## src/rtl/assert_macros.svh

```systemverilog
// Assertion macros for the RTL of the AES-128 block, included by aes_ctrl.
// No dependencies; SYNTH removes every check.
`ifndef ASSERT_MACROS_SVH
`define ASSERT_MACROS_SVH
`ifndef SYNTH
`define ASSERT_IMPL(lbl, clk, rstn, prop) \
  lbl: assert property (@(posedge clk) disable iff (!rstn) prop) else $error("assertion failed");
`define ASSERT_NEVER(lbl, clk, rstn, expr) \
  lbl: assert property (@(posedge clk) disable iff (!rstn) !(expr)) else $error("never failed");
`else
`define ASSERT_IMPL(lbl, clk, rstn, prop)
`define ASSERT_NEVER(lbl, clk, rstn, expr)
`endif
`endif

```

## src/rtl/aes_pkg.sv

```systemverilog
// Package for the AES-128 block: types, states, S-box tables and GF(2^8) helpers.
// No dependencies.
package aes_pkg;
  localparam int unsigned NumRounds = 10;
  localparam int unsigned NumWords = 44;
  localparam int unsigned WordAw = 6;
  localparam int unsigned RndW = 4;
  localparam logic CfgKeyHigh = 1'b0;
  localparam logic CfgKeyLow = 1'b1;

  typedef struct packed {
    logic        func;
    logic [63:0] block_high;
    logic [63:0] block_low;
  } in_t;

  typedef struct packed {
    logic [63:0] result_high;
    logic [63:0] result_low;
  } out_t;

  typedef enum logic [2:0] {
    StIdle, StExpand, StLoad, StRound, StDone
  } state_e;

  typedef struct packed {
    logic          exp_start;
    logic          exp_step;
    logic [5:0]    exp_idx;
    logic          load;
    logic          rnd_step;
    logic [RndW-1:0] rnd;
    logic [WordAw-1:0] rk_addr;
    logic          done;
  } ctrl_t;

  function automatic logic [7:0] sbox(input logic [7:0] a);
    logic [7:0] t [256];
    t = '{8'h63,8'h7c,8'h77,8'h7b,8'hf2,8'h6b,8'h6f,8'hc5,8'h30,8'h01,8'h67,8'h2b,8'hfe,8'hd7,8'hab,8'h76,
8'hca,8'h82,8'hc9,8'h7d,8'hfa,8'h59,8'h47,8'hf0,8'had,8'hd4,8'ha2,8'haf,8'h9c,8'ha4,8'h72,8'hc0,
8'hb7,8'hfd,8'h93,8'h26,8'h36,8'h3f,8'hf7,8'hcc,8'h34,8'ha5,8'he5,8'hf1,8'h71,8'hd8,8'h31,8'h15,
8'h04,8'hc7,8'h23,8'hc3,8'h18,8'h96,8'h05,8'h9a,8'h07,8'h12,8'h80,8'he2,8'heb,8'h27,8'hb2,8'h75,
8'h09,8'h83,8'h2c,8'h1a,8'h1b,8'h6e,8'h5a,8'ha0,8'h52,8'h3b,8'hd6,8'hb3,8'h29,8'he3,8'h2f,8'h84,
8'h53,8'hd1,8'h00,8'hed,8'h20,8'hfc,8'hb1,8'h5b,8'h6a,8'hcb,8'hbe,8'h39,8'h4a,8'h4c,8'h58,8'hcf,
8'hd0,8'hef,8'haa,8'hfb,8'h43,8'h4d,8'h33,8'h85,8'h45,8'hf9,8'h02,8'h7f,8'h50,8'h3c,8'h9f,8'ha8,
8'h51,8'ha3,8'h40,8'h8f,8'h92,8'h9d,8'h38,8'hf5,8'hbc,8'hb6,8'hda,8'h21,8'h10,8'hff,8'hf3,8'hd2,
8'hcd,8'h0c,8'h13,8'hec,8'h5f,8'h97,8'h44,8'h17,8'hc4,8'ha7,8'h7e,8'h3d,8'h64,8'h5d,8'h19,8'h73,
8'h60,8'h81,8'h4f,8'hdc,8'h22,8'h2a,8'h90,8'h88,8'h46,8'hee,8'hb8,8'h14,8'hde,8'h5e,8'h0b,8'hdb,
8'he0,8'h32,8'h3a,8'h0a,8'h49,8'h06,8'h24,8'h5c,8'hc2,8'hd3,8'hac,8'h62,8'h91,8'h95,8'he4,8'h79,
8'he7,8'hc8,8'h37,8'h6d,8'h8d,8'hd5,8'h4e,8'ha9,8'h6c,8'h56,8'hf4,8'hea,8'h65,8'h7a,8'hae,8'h08,
8'hba,8'h78,8'h25,8'h2e,8'h1c,8'ha6,8'hb4,8'hc6,8'he8,8'hdd,8'h74,8'h1f,8'h4b,8'hbd,8'h8b,8'h8a,
8'h70,8'h3e,8'hb5,8'h66,8'h48,8'h03,8'hf6,8'h0e,8'h61,8'h35,8'h57,8'hb9,8'h86,8'hc1,8'h1d,8'h9e,
8'he1,8'hf8,8'h98,8'h11,8'h69,8'hd9,8'h8e,8'h94,8'h9b,8'h1e,8'h87,8'he9,8'hce,8'h55,8'h28,8'hdf,
8'h8c,8'ha1,8'h89,8'h0d,8'hbf,8'he6,8'h42,8'h68,8'h41,8'h99,8'h2d,8'h0f,8'hb0,8'h54,8'hbb,8'h16};
    return t[a];
  endfunction

  function automatic logic [7:0] inv_sbox(input logic [7:0] a);
    logic [7:0] t [256];
    t = '{8'h52,8'h09,8'h6a,8'hd5,8'h30,8'h36,8'ha5,8'h38,8'hbf,8'h40,8'ha3,8'h9e,8'h81,8'hf3,8'hd7,8'hfb,
8'h7c,8'he3,8'h39,8'h82,8'h9b,8'h2f,8'hff,8'h87,8'h34,8'h8e,8'h43,8'h44,8'hc4,8'hde,8'he9,8'hcb,
8'h54,8'h7b,8'h94,8'h32,8'ha6,8'hc2,8'h23,8'h3d,8'hee,8'h4c,8'h95,8'h0b,8'h42,8'hfa,8'hc3,8'h4e,
8'h08,8'h2e,8'ha1,8'h66,8'h28,8'hd9,8'h24,8'hb2,8'h76,8'h5b,8'ha2,8'h49,8'h6d,8'h8b,8'hd1,8'h25,
8'h72,8'hf8,8'hf6,8'h64,8'h86,8'h68,8'h98,8'h16,8'hd4,8'ha4,8'h5c,8'hcc,8'h5d,8'h65,8'hb6,8'h92,
8'h6c,8'h70,8'h48,8'h50,8'hfd,8'hed,8'hb9,8'hda,8'h5e,8'h15,8'h46,8'h57,8'ha7,8'h8d,8'h9d,8'h84,
8'h90,8'hd8,8'hab,8'h00,8'h8c,8'hbc,8'hd3,8'h0a,8'hf7,8'he4,8'h58,8'h05,8'hb8,8'hb3,8'h45,8'h06,
8'hd0,8'h2c,8'h1e,8'h8f,8'hca,8'h3f,8'h0f,8'h02,8'hc1,8'haf,8'hbd,8'h03,8'h01,8'h13,8'h8a,8'h6b,
8'h3a,8'h91,8'h11,8'h41,8'h4f,8'h67,8'hdc,8'hea,8'h97,8'hf2,8'hcf,8'hce,8'hf0,8'hb4,8'he6,8'h73,
8'h96,8'hac,8'h74,8'h22,8'he7,8'had,8'h35,8'h85,8'he2,8'hf9,8'h37,8'he8,8'h1c,8'h75,8'hdf,8'h6e,
8'h47,8'hf1,8'h1a,8'h71,8'h1d,8'h29,8'hc5,8'h89,8'h6f,8'hb7,8'h62,8'h0e,8'haa,8'h18,8'hbe,8'h1b,
8'hfc,8'h56,8'h3e,8'h4b,8'hc6,8'hd2,8'h79,8'h20,8'h9a,8'hdb,8'hc0,8'hfe,8'h78,8'hcd,8'h5a,8'hf4,
8'h1f,8'hdd,8'ha8,8'h33,8'h88,8'h07,8'hc7,8'h31,8'hb1,8'h12,8'h10,8'h59,8'h27,8'h80,8'hec,8'h5f,
8'h60,8'h51,8'h7f,8'ha9,8'h19,8'hb5,8'h4a,8'h0d,8'h2d,8'he5,8'h7a,8'h9f,8'h93,8'hc9,8'h9c,8'hef,
8'ha0,8'he0,8'h3b,8'h4d,8'hae,8'h2a,8'hf5,8'hb0,8'hc8,8'heb,8'hbb,8'h3c,8'h83,8'h53,8'h99,8'h61,
8'h17,8'h2b,8'h04,8'h7e,8'hba,8'h77,8'hd6,8'h26,8'he1,8'h69,8'h14,8'h63,8'h55,8'h21,8'h0c,8'h7d};
    return t[a];
  endfunction

  function automatic logic [7:0] xt(input logic [7:0] a);
    return {a[6:0], 1'b0} ^ (a[7] ? 8'h1b : 8'h00);
  endfunction

  function automatic logic [7:0] rcon(input logic [3:0] r);
    logic [7:0] v;
    case (r)
      4'd1: v = 8'h01;
      4'd2: v = 8'h02;
      4'd3: v = 8'h04;
      4'd4: v = 8'h08;
      4'd5: v = 8'h10;
      4'd6: v = 8'h20;
      4'd7: v = 8'h40;
      4'd8: v = 8'h80;
      4'd9: v = 8'h1b;
      4'd10: v = 8'h36;
      default: v = 8'h00;
    endcase
    return v;
  endfunction
endpackage

```

## src/rtl/aes_ctrl.sv

```systemverilog
// Controller FSM for the AES-128 block: key expansion sequencing and round count.
// Depends on aes_pkg and assert_macros.svh.
`include "assert_macros.svh"
module aes_ctrl (
  input  logic           clk_i,
  input  logic           rst_ni,
  input  logic           key_we_i,
  input  logic           start_i,
  input  logic           func_i,
  output logic           busy_o,
  output aes_pkg::ctrl_t ctrl_o
);
  aes_pkg::state_e state_q, state_d;
  logic [5:0] cnt_q, cnt_d;
  logic enc_q, enc_d;
  logic pend_q, pend_d;

  always_comb begin
    state_d = state_q;
    case (state_q)
      aes_pkg::StIdle: begin
        if (pend_q) state_d = aes_pkg::StExpand;
        else if (start_i) state_d = aes_pkg::StLoad;
      end
      aes_pkg::StExpand: begin
        if (key_we_i) state_d = aes_pkg::StExpand;
        else if (cnt_q == 6'(aes_pkg::NumWords - 1)) state_d = aes_pkg::StIdle;
      end
      aes_pkg::StLoad: state_d = aes_pkg::StRound;
      aes_pkg::StRound: begin
        if (cnt_q == 6'(aes_pkg::NumRounds)) state_d = aes_pkg::StDone;
      end
      aes_pkg::StDone: state_d = aes_pkg::StIdle;
      default: state_d = aes_pkg::StIdle;
    endcase
  end

  always_comb begin
    cnt_d = cnt_q;
    enc_d = enc_q;
    pend_d = pend_q | key_we_i;
    case (state_q)
      aes_pkg::StIdle: begin
        if (pend_q) begin
          cnt_d = 6'd4;
          pend_d = key_we_i;
        end else if (start_i) begin
          cnt_d = 6'd0;
          enc_d = func_i;
        end
      end
      aes_pkg::StExpand: begin
        if (key_we_i) cnt_d = 6'd4;
        else cnt_d = cnt_q + 6'd1;
        pend_d = 1'b0;
      end
      aes_pkg::StLoad, aes_pkg::StRound: cnt_d = cnt_q + 6'd1;
      default: ;
    endcase
  end

  // round key needed next cycle; the RAM read is registered
  logic [3:0] kr;
  always_comb begin
    ctrl_o = '0;
    kr = enc_d ? 4'(cnt_d) : 4'(6'(aes_pkg::NumRounds) - cnt_d);
    ctrl_o.rnd = 4'(cnt_q);
    ctrl_o.exp_idx = cnt_q;
    case (state_q)
      aes_pkg::StIdle: begin
        ctrl_o.exp_start = pend_q;
        ctrl_o.rk_addr = 6'd0;
      end
      aes_pkg::StExpand: begin
        ctrl_o.exp_step = ~key_we_i;
        ctrl_o.exp_start = key_we_i;
      end
      aes_pkg::StLoad: ctrl_o.load = 1'b1;
      aes_pkg::StRound: ctrl_o.rnd_step = 1'b1;
      aes_pkg::StDone: ctrl_o.done = 1'b1;
      default: ;
    endcase
    ctrl_o.rk_addr = {kr, 2'b00};
  end

  assign busy_o = (state_q != aes_pkg::StIdle) | pend_q | key_we_i;

  always_ff @(posedge clk_i or negedge rst_ni) begin
    if (!rst_ni) begin
      state_q <= aes_pkg::StIdle;
      cnt_q <= '0;
      enc_q <= 1'b0;
      pend_q <= 1'b0;
    end else begin
      state_q <= state_d;
      cnt_q <= cnt_d;
      enc_q <= enc_d;
      pend_q <= pend_d;
    end
  end

  `ASSERT_IMPL(a_done_after_round, clk_i, rst_ni, ctrl_o.done |-> $past(state_q == aes_pkg::StRound))
  `ASSERT_NEVER(a_round_range, clk_i, rst_ni, state_q == aes_pkg::StRound && cnt_q > 6'(aes_pkg::NumRounds))
  `ASSERT_IMPL(a_busy_when_work, clk_i, rst_ni, (state_q == aes_pkg::StRound) |-> busy_o)
endmodule

```

## config.mk

```make
export PLATFORM = sky130hd
export DESIGN_NAME = aes_ctrl
export DESIGN_NICKNAME = d
export VERILOG_FILES = /design/src/rtl/aes_pkg.sv /design/src/rtl/aes_ctrl.sv
export VERILOG_INCLUDE_DIRS = /design/src /design/src/rtl
export SDC_FILE = /design/constraint.sdc
export NUM_CORES = 1
export LEC_CHECK = 0
export BUFFER_PORTS_ARGS = -buffer_cell sky130_fd_sc_hd__buf_2
export CAP_MARGIN = 5
export CORE_AREA = 2 2 44 46
export DETAILED_ROUTE_END_ITERATION = 10
export DIE_AREA = 0 0 46 48
export PLACE_DENSITY_LB_ADDON = 0.1
export SYNTH_ARGS = -nofsm -noshare
export SYNTH_HDL_FRONTEND = slang
export SYNTH_SLANG_ARGS = --single-unit
```

## constraint.sdc

```tcl
create_clock -name clk_i -period 5.2 [get_ports clk_i]
set_clock_uncertainty 0.05 [all_clocks]
set_input_delay 0 -clock clk_i [delete_from_list [all_inputs] [get_ports clk_i]]
set_output_delay 0 -clock clk_i [all_outputs]
set_load 0.01 [all_outputs]
```

# After elaboration in Yosys (flattened, before gate mapping)
# Cells that the tools add are included.
# op_classes
n_mux,21
bitwise_logic,4
addsub,2
reduce_logical,4
eq_ne,9
# ops
cell,count
two-way mux 6 bit,3
one-hot mux 6 bit (3 select lines),1
two-way mux 3 bit,5
one-hot mux 3 bit (4 select lines),1
two-way mux 1 bit,8
adder 6 x 1 -> 6 bit (second input constant),1
equality test 3 x 2 -> 1 bit (second input constant),2
equality test 6 x 4 -> 1 bit (second input constant),1
equality test 6 bit (second input constant),1
inequality test 3 bit (second input constant),2
two-way mux 4 bit,1
one-hot mux 1 bit (2 select lines),2
subtractor 4 bit (first input constant),1
equality test 3 x 1 -> 1 bit (second input constant),1
equality test 3 bit (second input constant),1
logical NOT 3 bit,1
OR 1 bit,3
AND reduction 3 bit,1
nonzero test 3 bit,1
inequality test 2 bit (second input constant),1
OR reduction 2 bit,1
NOT 1 bit,1
# totals
regBits,11
output_inout_bits,22
word_cells,44

# Logic depth before layout (Yosys ltp)
# Gate-level depths: netlist of the first run.
# logic_depth
depth_word,5
mapped_depth,8
depth_no_buf,7

# Worst setup path after synthesis of the first run
# Ideal clock, no wire load.
# synth_path
path_kind,reg2out
from,register state_q[1]
to,output port ctrl_o[5] in the netlist's numbering
path_slack_ns,3.268
path_stages_with_launch,8
t_arrival_ns,1.882
path_buffers,0
required_ns,5.150
cell_sequence,dfrtp_1 -> or3_1 -> o21ai_1 -> o2bb2ai_1 -> ha_1 -> inv_1 -> or2_0 -> xnor2_1
# synth_rtl
element,line_no,rtl
"start, declared",aes_ctrl.sv:13,"aes_pkg::state_e state_q, state_d;"
"start signal, assigned",aes_ctrl.sv:90,state_q <= aes_pkg::StIdle;
"start signal, assigned",aes_ctrl.sv:95,state_q <= state_d;
"end, declared",aes_ctrl.sv:11,output aes_pkg::ctrl_t ctrl_o

==> results of run 1 <==
## timing repair
item	in CTS	in global routing
hold endpoints to repair	12	0
resized for setup	0	0
hold buffers	2	0
## path summary, 6_finish.rpt
path | startpoint | endpoint
min reg2reg | cnt_q[5]$_DFFE_PN0P_ | cnt_q[5]$_DFFE_PN0P_
max | state_q[1]$_DFFE_PN0P_ | ctrl_o[5]
max reg2reg | state_q[1]$_DFFE_PN0P_ | state_q[0]$_DFFE_PN0P_
max in group asynchronous | rst_ni | cnt_q[1]$_DFF_PN0_
min in group asynchronous | rst_ni | state_q[2]$_DFFE_PN0P_
min | key_we_i | pend_q$_DFF_PN0_
## final cells by class
cell class | instances | area (µm²)
clock buffers | 3 | 22.5
clock inverters | 1 | 5.00
fillers | 163 | 768
inverters | 8 | 30.0
multi-input cells | 61 | 427
flip-flops and latches | 11 | 275
well taps | 17 | 21.3
repair buffers | 26 | 140
## per-stage QoR
step                worst slack, ns  util (%)  hold WS (ns)  cell area [µm²]
finish                         2.63      54.5        0.0208              921
detailed placement             2.92      51.7        -0.160              873
floorplan                      3.27         -        -0.346              807
global placement               2.97      51.7        -0.157              873
CTS                            2.60      54.5        0.0145              921
global route                   2.43      54.5        0.0394              921
## layer usage
| layer | wire, µm | global-route usage (%) | up-vias | share of wire, % |
|---|---|---|---|---|
| li1 | - | - | 346 | - |
| met2 | 758 | 23.3 | 13 | 47 |
| met4 | 6 | 6.86 | 0 | 0.37 |
| met1 | 789 | 23.1 | 323 | 49 |
| met5 | 0 | 0 | - | 0 |
| met3 | 66 | 2.26 | 2 | 4.1 |
## cell usage after synthesis
cell type	number	area [µm²]
nor3_1	5	25.0
o2bb2ai_1	1	8.76
nor2b_1	3	18.8
nor4_4	1	21.3
a31oi_1	1	6.26
buf_4	7	52.6
ha_1	3	37.5
xnor2_1	2	17.5
nand3_1	3	15.0
nand2_1	3	11.3
o31ai_1	2	15.0
o21ai_0	4	20.0
and3_1	1	6.26
o21bai_1	1	7.51
a32o_1	1	10.0
nor3b_1	2	15.0
nand2b_1	2	12.5
a21o_1	2	15.0
xor2_1	1	8.76
or2_0	1	6.26
inv_1	8	30.0
or2b_1	1	7.51
mux2i_1	3	30.0
or3_1	2	12.5
conb_1	1	3.75
a211oi_2	1	12.5
o22ai_1	1	6.26
o21ai_1	3	15.0
buf_6	2	22.5
nor4_1	2	12.5
a21boi_0	1	7.51
nor2_1	2	7.51
mux2_4	1	15.0
dfrtp_1	11	275
a21oi_1	3	15.0
## flip-flops by register name (all words and copies together) (netlist names)
name and flops:
cnt_q 6, pend_q 1, enc_q 1, state_q 3
## worst reg2reg max path, cell delays in order (launching register included)
cell and delay, ns:
dfrtp_1 0.51, or3_1 0.46, nor3_1 0.33, nor3_1 0.15, a31oi_1 0.22
## where the power goes
part	switching [mW]	leakage (nW)	internal (mW)
registers	0.0511	0.140	0.114
logic	0.174	0.322	0.146
clock network	0.0313	0.0177	0.0284
## placed cells by master (no fill, tap or decap), types with 2 or more instances in the layout
master,count
buf_2,24
dfrtp_1,11
inv_1,8
nor3_1,5
o21ai_0,4
nand3_1,3
o21ai_1,3
nor2b_1,3
nand2_1,3
a21oi_1,3
mux2i_1,3
ha_1,3
clkbuf_4,3
or3_1,2
nor4_1,2
nor2_1,2
nand2b_1,2
xnor2_1,2
o31ai_1,2
nor3b_1,2
a21o_1,2
conb_1,2
dlygate4sd3_1,2
## cell families (layout without fill, tap and decap cells)
family          after synthesis  in the layout  share of synthesized area (%)
simple gates                 28             28                           21.3
flops                        11             11                           34.3
fa+ha+maj                     3              3                           4.67
other cells                   1              2                          0.467
mux                           4              4                           5.61
compound gates               21             21                           17.3
buf+inv                      17             38                           13.1
xor+xnor                      3              3                           3.27
==> impl_metrics.csv, run 1 <==
group,metric,value,unit
yosys,ys_seq_area_share,34.3,%
die,num_rows,15,
worst_setup_path,crit_chain,"or3_1, o21ai_1, o2bb2ai_1, ha_1, inv_1, or2_0, xnor2_1, buf_2",
timing,min_period,2.57,ns
worst_setup_path,crit_buf_inv,2,
grt,grt_pass1_wl,2.48,mm
timing,tns,0,ns
placement,routabilityCongestion,0.770,
timing,hold_viol,0,
detailed_routing,drcViolationCount,0,
cells_and_area,instances_no_fill,127,
power,finalPower,545,µW
placement,dpl.cell_count,121,
worst_setup_path,critPathLaunchType,"flip-flop",
yosys,syn-instance-count,88,
clocking,cts_setup_buffers,0,
yosys,synthesis.area,803,µm²
yosys,ys_ff_latch,11,
grt,grt_antenna_before_repair,0,
worst_setup_path,reg2reg_setup_slack,3.40,ns
detailed_routing,routed_wl,1.62,mm
placement,hpwl,1.26,mm
hold_path,worstHoldPathType,"input port to flip-flop",
grt,grt.overflow.total,0,
clocking,clockBufferDepth,2,
die,io_pins,27,
timing,max_freq,390,MHz
worst_setup_path,slowest_delay,0.51,ns
worst_setup_path,worstPathRequired,5.15,ns
clocking,cts_htree_levels,1,
power,peakVddDrop,0.000295,V
yosys,synthDistinctLibCells,35,
power,p_per_area,592,mW/mm²
yosys,syn_avg_cell_area,9.13,µm²
timing,grt_setup_unrepaired,"false",
worst_setup_path,path_max_fanout,11,
hold_path,holdPathStages,3,
timing,setup_violations,0,
worst_setup_path,arrival,2.52,ns
grt,grt_pass1_vias,561,
cells_and_area,num-nets-final,119,
clocking,insertion_delay,0.27,ns
detailed_routing,via_count,684,
die,die_y,48,µm
power,power_leakage,0.480,nW
detailed_routing,final_antenna_net_count,0,
clocking,cts_sinks,11,
worst_setup_path,critical_path_depth,8,
yosys,yosysWarnings,0,
die,start_util,47.6,%
clocking,cts_tree,"built",
clocking,path_clk_slew,0.08,ns
worst_setup_path,slowest_stage,"dfrtp_1",
die,core-area,0.00169,mm²
detailed_routing,drt_iter0_drc,2,
worst_setup_path,setup.worst_path.class,"flip-flop to output port",
detailed_routing,via_per_inst,5.39,
cells_and_area,drive_gt1_share,28.2,%
die,die_area,0.00221,mm²
detailed_routing,dr.pass1.iters,4,
worst_setup_path,end_kind,"output port",
detailed_routing,avgRoutedWirePerCell,12.8,µm
timing,relSlewSlack,66.0,%
placement,io_buffers,24,
status,status,"finished clean",
flow_run,maxCapViolations,0,
worst_setup_path,crit_family,"simple AND/OR/NAND/NOR gates",
cells_and_area,antenna_cells,0,
worst_setup_path,r2r_cells,4,
clocking,cts-buffers-inserted,3,
grt,grt_start_max_net_pins,12,
timing,fin_crit_sh,49.4,%
clocking,clock_tree.root_cell,"clkbuf_4",
die,fp.dieW,46,µm
timing,drv_slew,0,
cells_and_area,area_growth,14.6,%
grt,grt_use_total,15.9,%
timing,tightest_slew,0.507,ns
Note: power is estimated with default switching activity, not from simulation.
==> run 2: changes to the inputs <==
Settings changed: ABC_AREA set to 1, CORE_AREA 2 2 44 46 to 2 2 45 47, DIE_AREA 0 0 46 48 to 0 0 47 49.
Clock period 5.2 ns to 2.5 ns, I/O delays scaled along.
==> run 2 against run 1 <==
Global-route usage is 3.2 points higher. Via count rose by 26%. Die area up 4.3%. Non-clock buffer count decreased by 1. Register-to-register slack got worse by 2.4 ns. Routed wire length up 18%. Setup slack got worse by 2.4 ns. First-iteration DRC count grew to 8.0 times the previous value. Critical path depth up 1. Cell count increased by 42%. Clock power rose by 110%. Hold slack better by 0.036 ns.
==> impl_metrics.csv, run 2 <==
group,metric,value,unit
grt,grt_pass1_vias,744,
grt,grt.overflow.total,0,
clocking,path_clk_slew,0.08,ns
yosys,synthDistinctLibCells,25,
cells_and_area,utilization,54.2,%
detailed_routing,routed_wl,1.90,mm
cells_and_area,final_common_cell,"nand2_1",
placement,routabilityCongestion,0.798,
placement,io_buffers,24,
yosys,synth_edf_count,0,
hold_path,worstHoldPathType,"input port to flip-flop",
cells_and_area,num-nets-final,162,
power,sw_frac_of_total,53.4,%
cells_and_area,drive_gt1_share,26.1,%
timing,hold_viol,0,
cells_and_area,instances_no_fill,180,
detailed_routing,via_count,859,
cells_and_area,final_cell_mix,"37 x nand2_1, 24 x buf_2, 18 x nor2_1, 12 x inv_1, 12 x nand3_1",
clocking,cts_sinks,11,
yosys,synth.top_cell.area_share,32.1,%
yosys,synth_largest_area_cell,"dfrtp_1",
clocking,cts_htree_levels,1,
worst_setup_path,setup.worst_path.class,"flip-flop to output port",
placement,hpwl,1.56,mm
cells_and_area,largest_register,"cnt_q",
hold_path,holdPathStages,3,
yosys,async_flop_share,100,%
timing,setup_violations,0,
yosys,synth_common_cells,"37 x nand2_1, 18 x nor2_1, 12 x inv_1, 12 x nand3_1, 11 x dfrtp_1",
timing,max_freq,449,MHz
die,die_area,0.00230,mm²
hold_path,hold_end,"pend_q$_DFF_PN0_",
timing,tns,0,ns
yosys,syn-instance-count,130,
worst_setup_path,reg2reg_setup_slack,0.99,ns
clocking,cts_setup_buffers,0,
detailed_routing,final_antenna_net_count,0,
flow_run,maxCapViolations,0,
timing,fin_crit_sh,89.1,%
power,intPower,630,µW
detailed_routing,via_per_inst,4.77,
die,start_util,46.5,%
yosys,synthesis.area,857,µm²
power,peakVddDrop,0.000738,V
yosys,syn_avg_cell_area,6.59,µm²
timing,grt_setup_unrepaired,"false",
grt,grt_pass1_wl,3.29,mm
yosys,synth_most_common_cell,"nand2_1",
grt,grt_antenna_before_repair,0,
power,finalPower,1.35,mW
placement,place_area,962,µm²
clocking,clockBufferDepth,2,
detailed_routing,drt_iter0_drc,16,
cells_and_area,post-route-cell-area,998,µm²
die,num_rows,16,
clocking,clock_tree.root_cell,"clkbuf_4",
cells_and_area,antenna_cells,0,
cells_and_area,area_growth,16.5,%
detailed_routing,drcViolationCount,0,
timing,min_period,2.23,ns
yosys,ys_seq_area_share,32.1,%
die,die_y,49,µm
worst_setup_path,r2r_cells,6,
yosys,ys.flop_type,"dfrtp_1",
hold_path,min_from,"key_we_i",
yosys,synthTopCellsByArea,"dfrtp_1 32%, nand2_1 16%, nor2_1 7.9%",
cells_and_area,largest_reg_flops,6,
worst_setup_path,arrival,2.18,ns
grt,grt_use_total,19.1,%
power,power_leakage,0.569,nW
power,power_switching,720,µW
worst_setup_path,worstPathRequired,2.45,ns
die,core-area,0.00184,mm²
power,p_per_area,1350,mW/mm²
power,power.share.clock,9.2,%
die,io_pins,27,
power,p_comb_share,66.3,%
grt,grt_start_max_net_pins,12,
timing,drv_slew,0,
clocking,cts-buffers-inserted,3,
detailed_routing,avgRoutedWirePerCell,10.6,µm
placement,dpl.cell_count,175,
detailed_routing,dr.pass1.iters,4,
yosys,ys_ff_latch,11,
status,status,"finished clean",
yosys,yosysWarnings,0,
power,power_frac_seq,24.4,%
cells_and_area,top_regs,"cnt_q: 6 flops, state_q: 3 flops",
worst_setup_path,path_max_fanout,8,
worst_setup_path,timing.rr.start,"cnt_q[0]$_DFF_PN0_",
worst_setup_path,critPathLaunchType,"flip-flop",
clocking,cts_tree,"built",
worst_setup_path,end_kind,"output port",
worst_setup_path,r2r_end,"cnt_q[1]$_DFF_PN0_",
clocking,insertion_delay,0.27,ns
die,fp.dieW,47,µm
[run 2: worst max path at each step]
stage	slack [ns]	from	to	cells after the start
after global placement	0.61	cnt_q[0]$_DFF_PN0_	ctrl_o[4]	9
after floorplan	0.58	cnt_q[0]$_DFF_PN0_	ctrl_o[4]	8
after detailed placement	0.56	cnt_q[0]$_DFF_PN0_	ctrl_o[4]	9
final	0.27	cnt_q[0]$_DFF_PN0_	ctrl_o[4]	9
after global routing	0.02	cnt_q[0]$_DFF_PN0_	ctrl_o[4]	9
after CTS	0.26	cnt_q[0]$_DFF_PN0_	ctrl_o[4]	9
[run 2: power groups by stage]
stage / registers, mW / logic [mW] / clock network, mW
6_report: 0.330 / 0.896 / 0.125
4_1_cts: 0.331 / 0.903 / 0.127
3_5_place_dp: 0.332 / 0.897 / 0
5_1_grt: 0.343 / 1.02 / 0.142
2_1_floorplan: 0.327 / 0.663 / 0
3_3_place_gp: 0.328 / 0.885 / 0
[run 2: cell families (layout without fill, tap and decap cells)]
family / count (synthesis) / after routing / synth area share (%)
fa+ha+maj: 3 / 3 / 4.38
simple gates: 79 / 79 / 41.2
buf+inv: 24 / 46 / 13.6
other cells: 1 / 2 / 0.438
xor+xnor: 1 / 1 / 1.02
flops: 11 / 11 / 32.1
compound gates: 11 / 11 / 7.30
[run 2: per-stage QoR]
stage | hold WS [ns] | worst slack [ns]
floorplan | -0.346 | 0.581
global placement | -0.164 | 0.613
detailed placement | -0.161 | 0.564
CTS | 0.0490 | 0.256
global route | 0.0639 | 0.0171
finish | 0.0567 | 0.271
[run 2: timing repair]
item | 4_1_cts | 5_1_grt
resized for setup | 0 | 0
hold buffers | 1 | 0
hold endpoints to repair | 11 | 0
[run 2: layer usage]
layer / GRT usage [%] / up-vias / routed length [µm]
li1: - / 449 / -
met1: 26.7 / 386 / 939
met2: 29.5 / 22 / 865
met3: 3.33 / 2 / 88
met4: 5.56 / 0 / 12
met5: 0 / - / 0
[run 2: area by class of cell]
type,count,area [µm²]
tap,27,33.8
fill,221,843
timing repair buffer,25,130
multi-input combinational,96,469
clock buffer,4,26.3
sequential,11,275
inverter,17,63.8
[run 2: critical path, stage by stage, from the launching register on]
cell	delay, ns
dfrtp_1	0.46
inv_1	0.09
ha_1	0.30
or2_2	0.27
nor2_1	0.10
nor2_1	0.05
nand2_1	0.11
ha_1	0.24
o21ai_0	0.15
buf_2	0.15
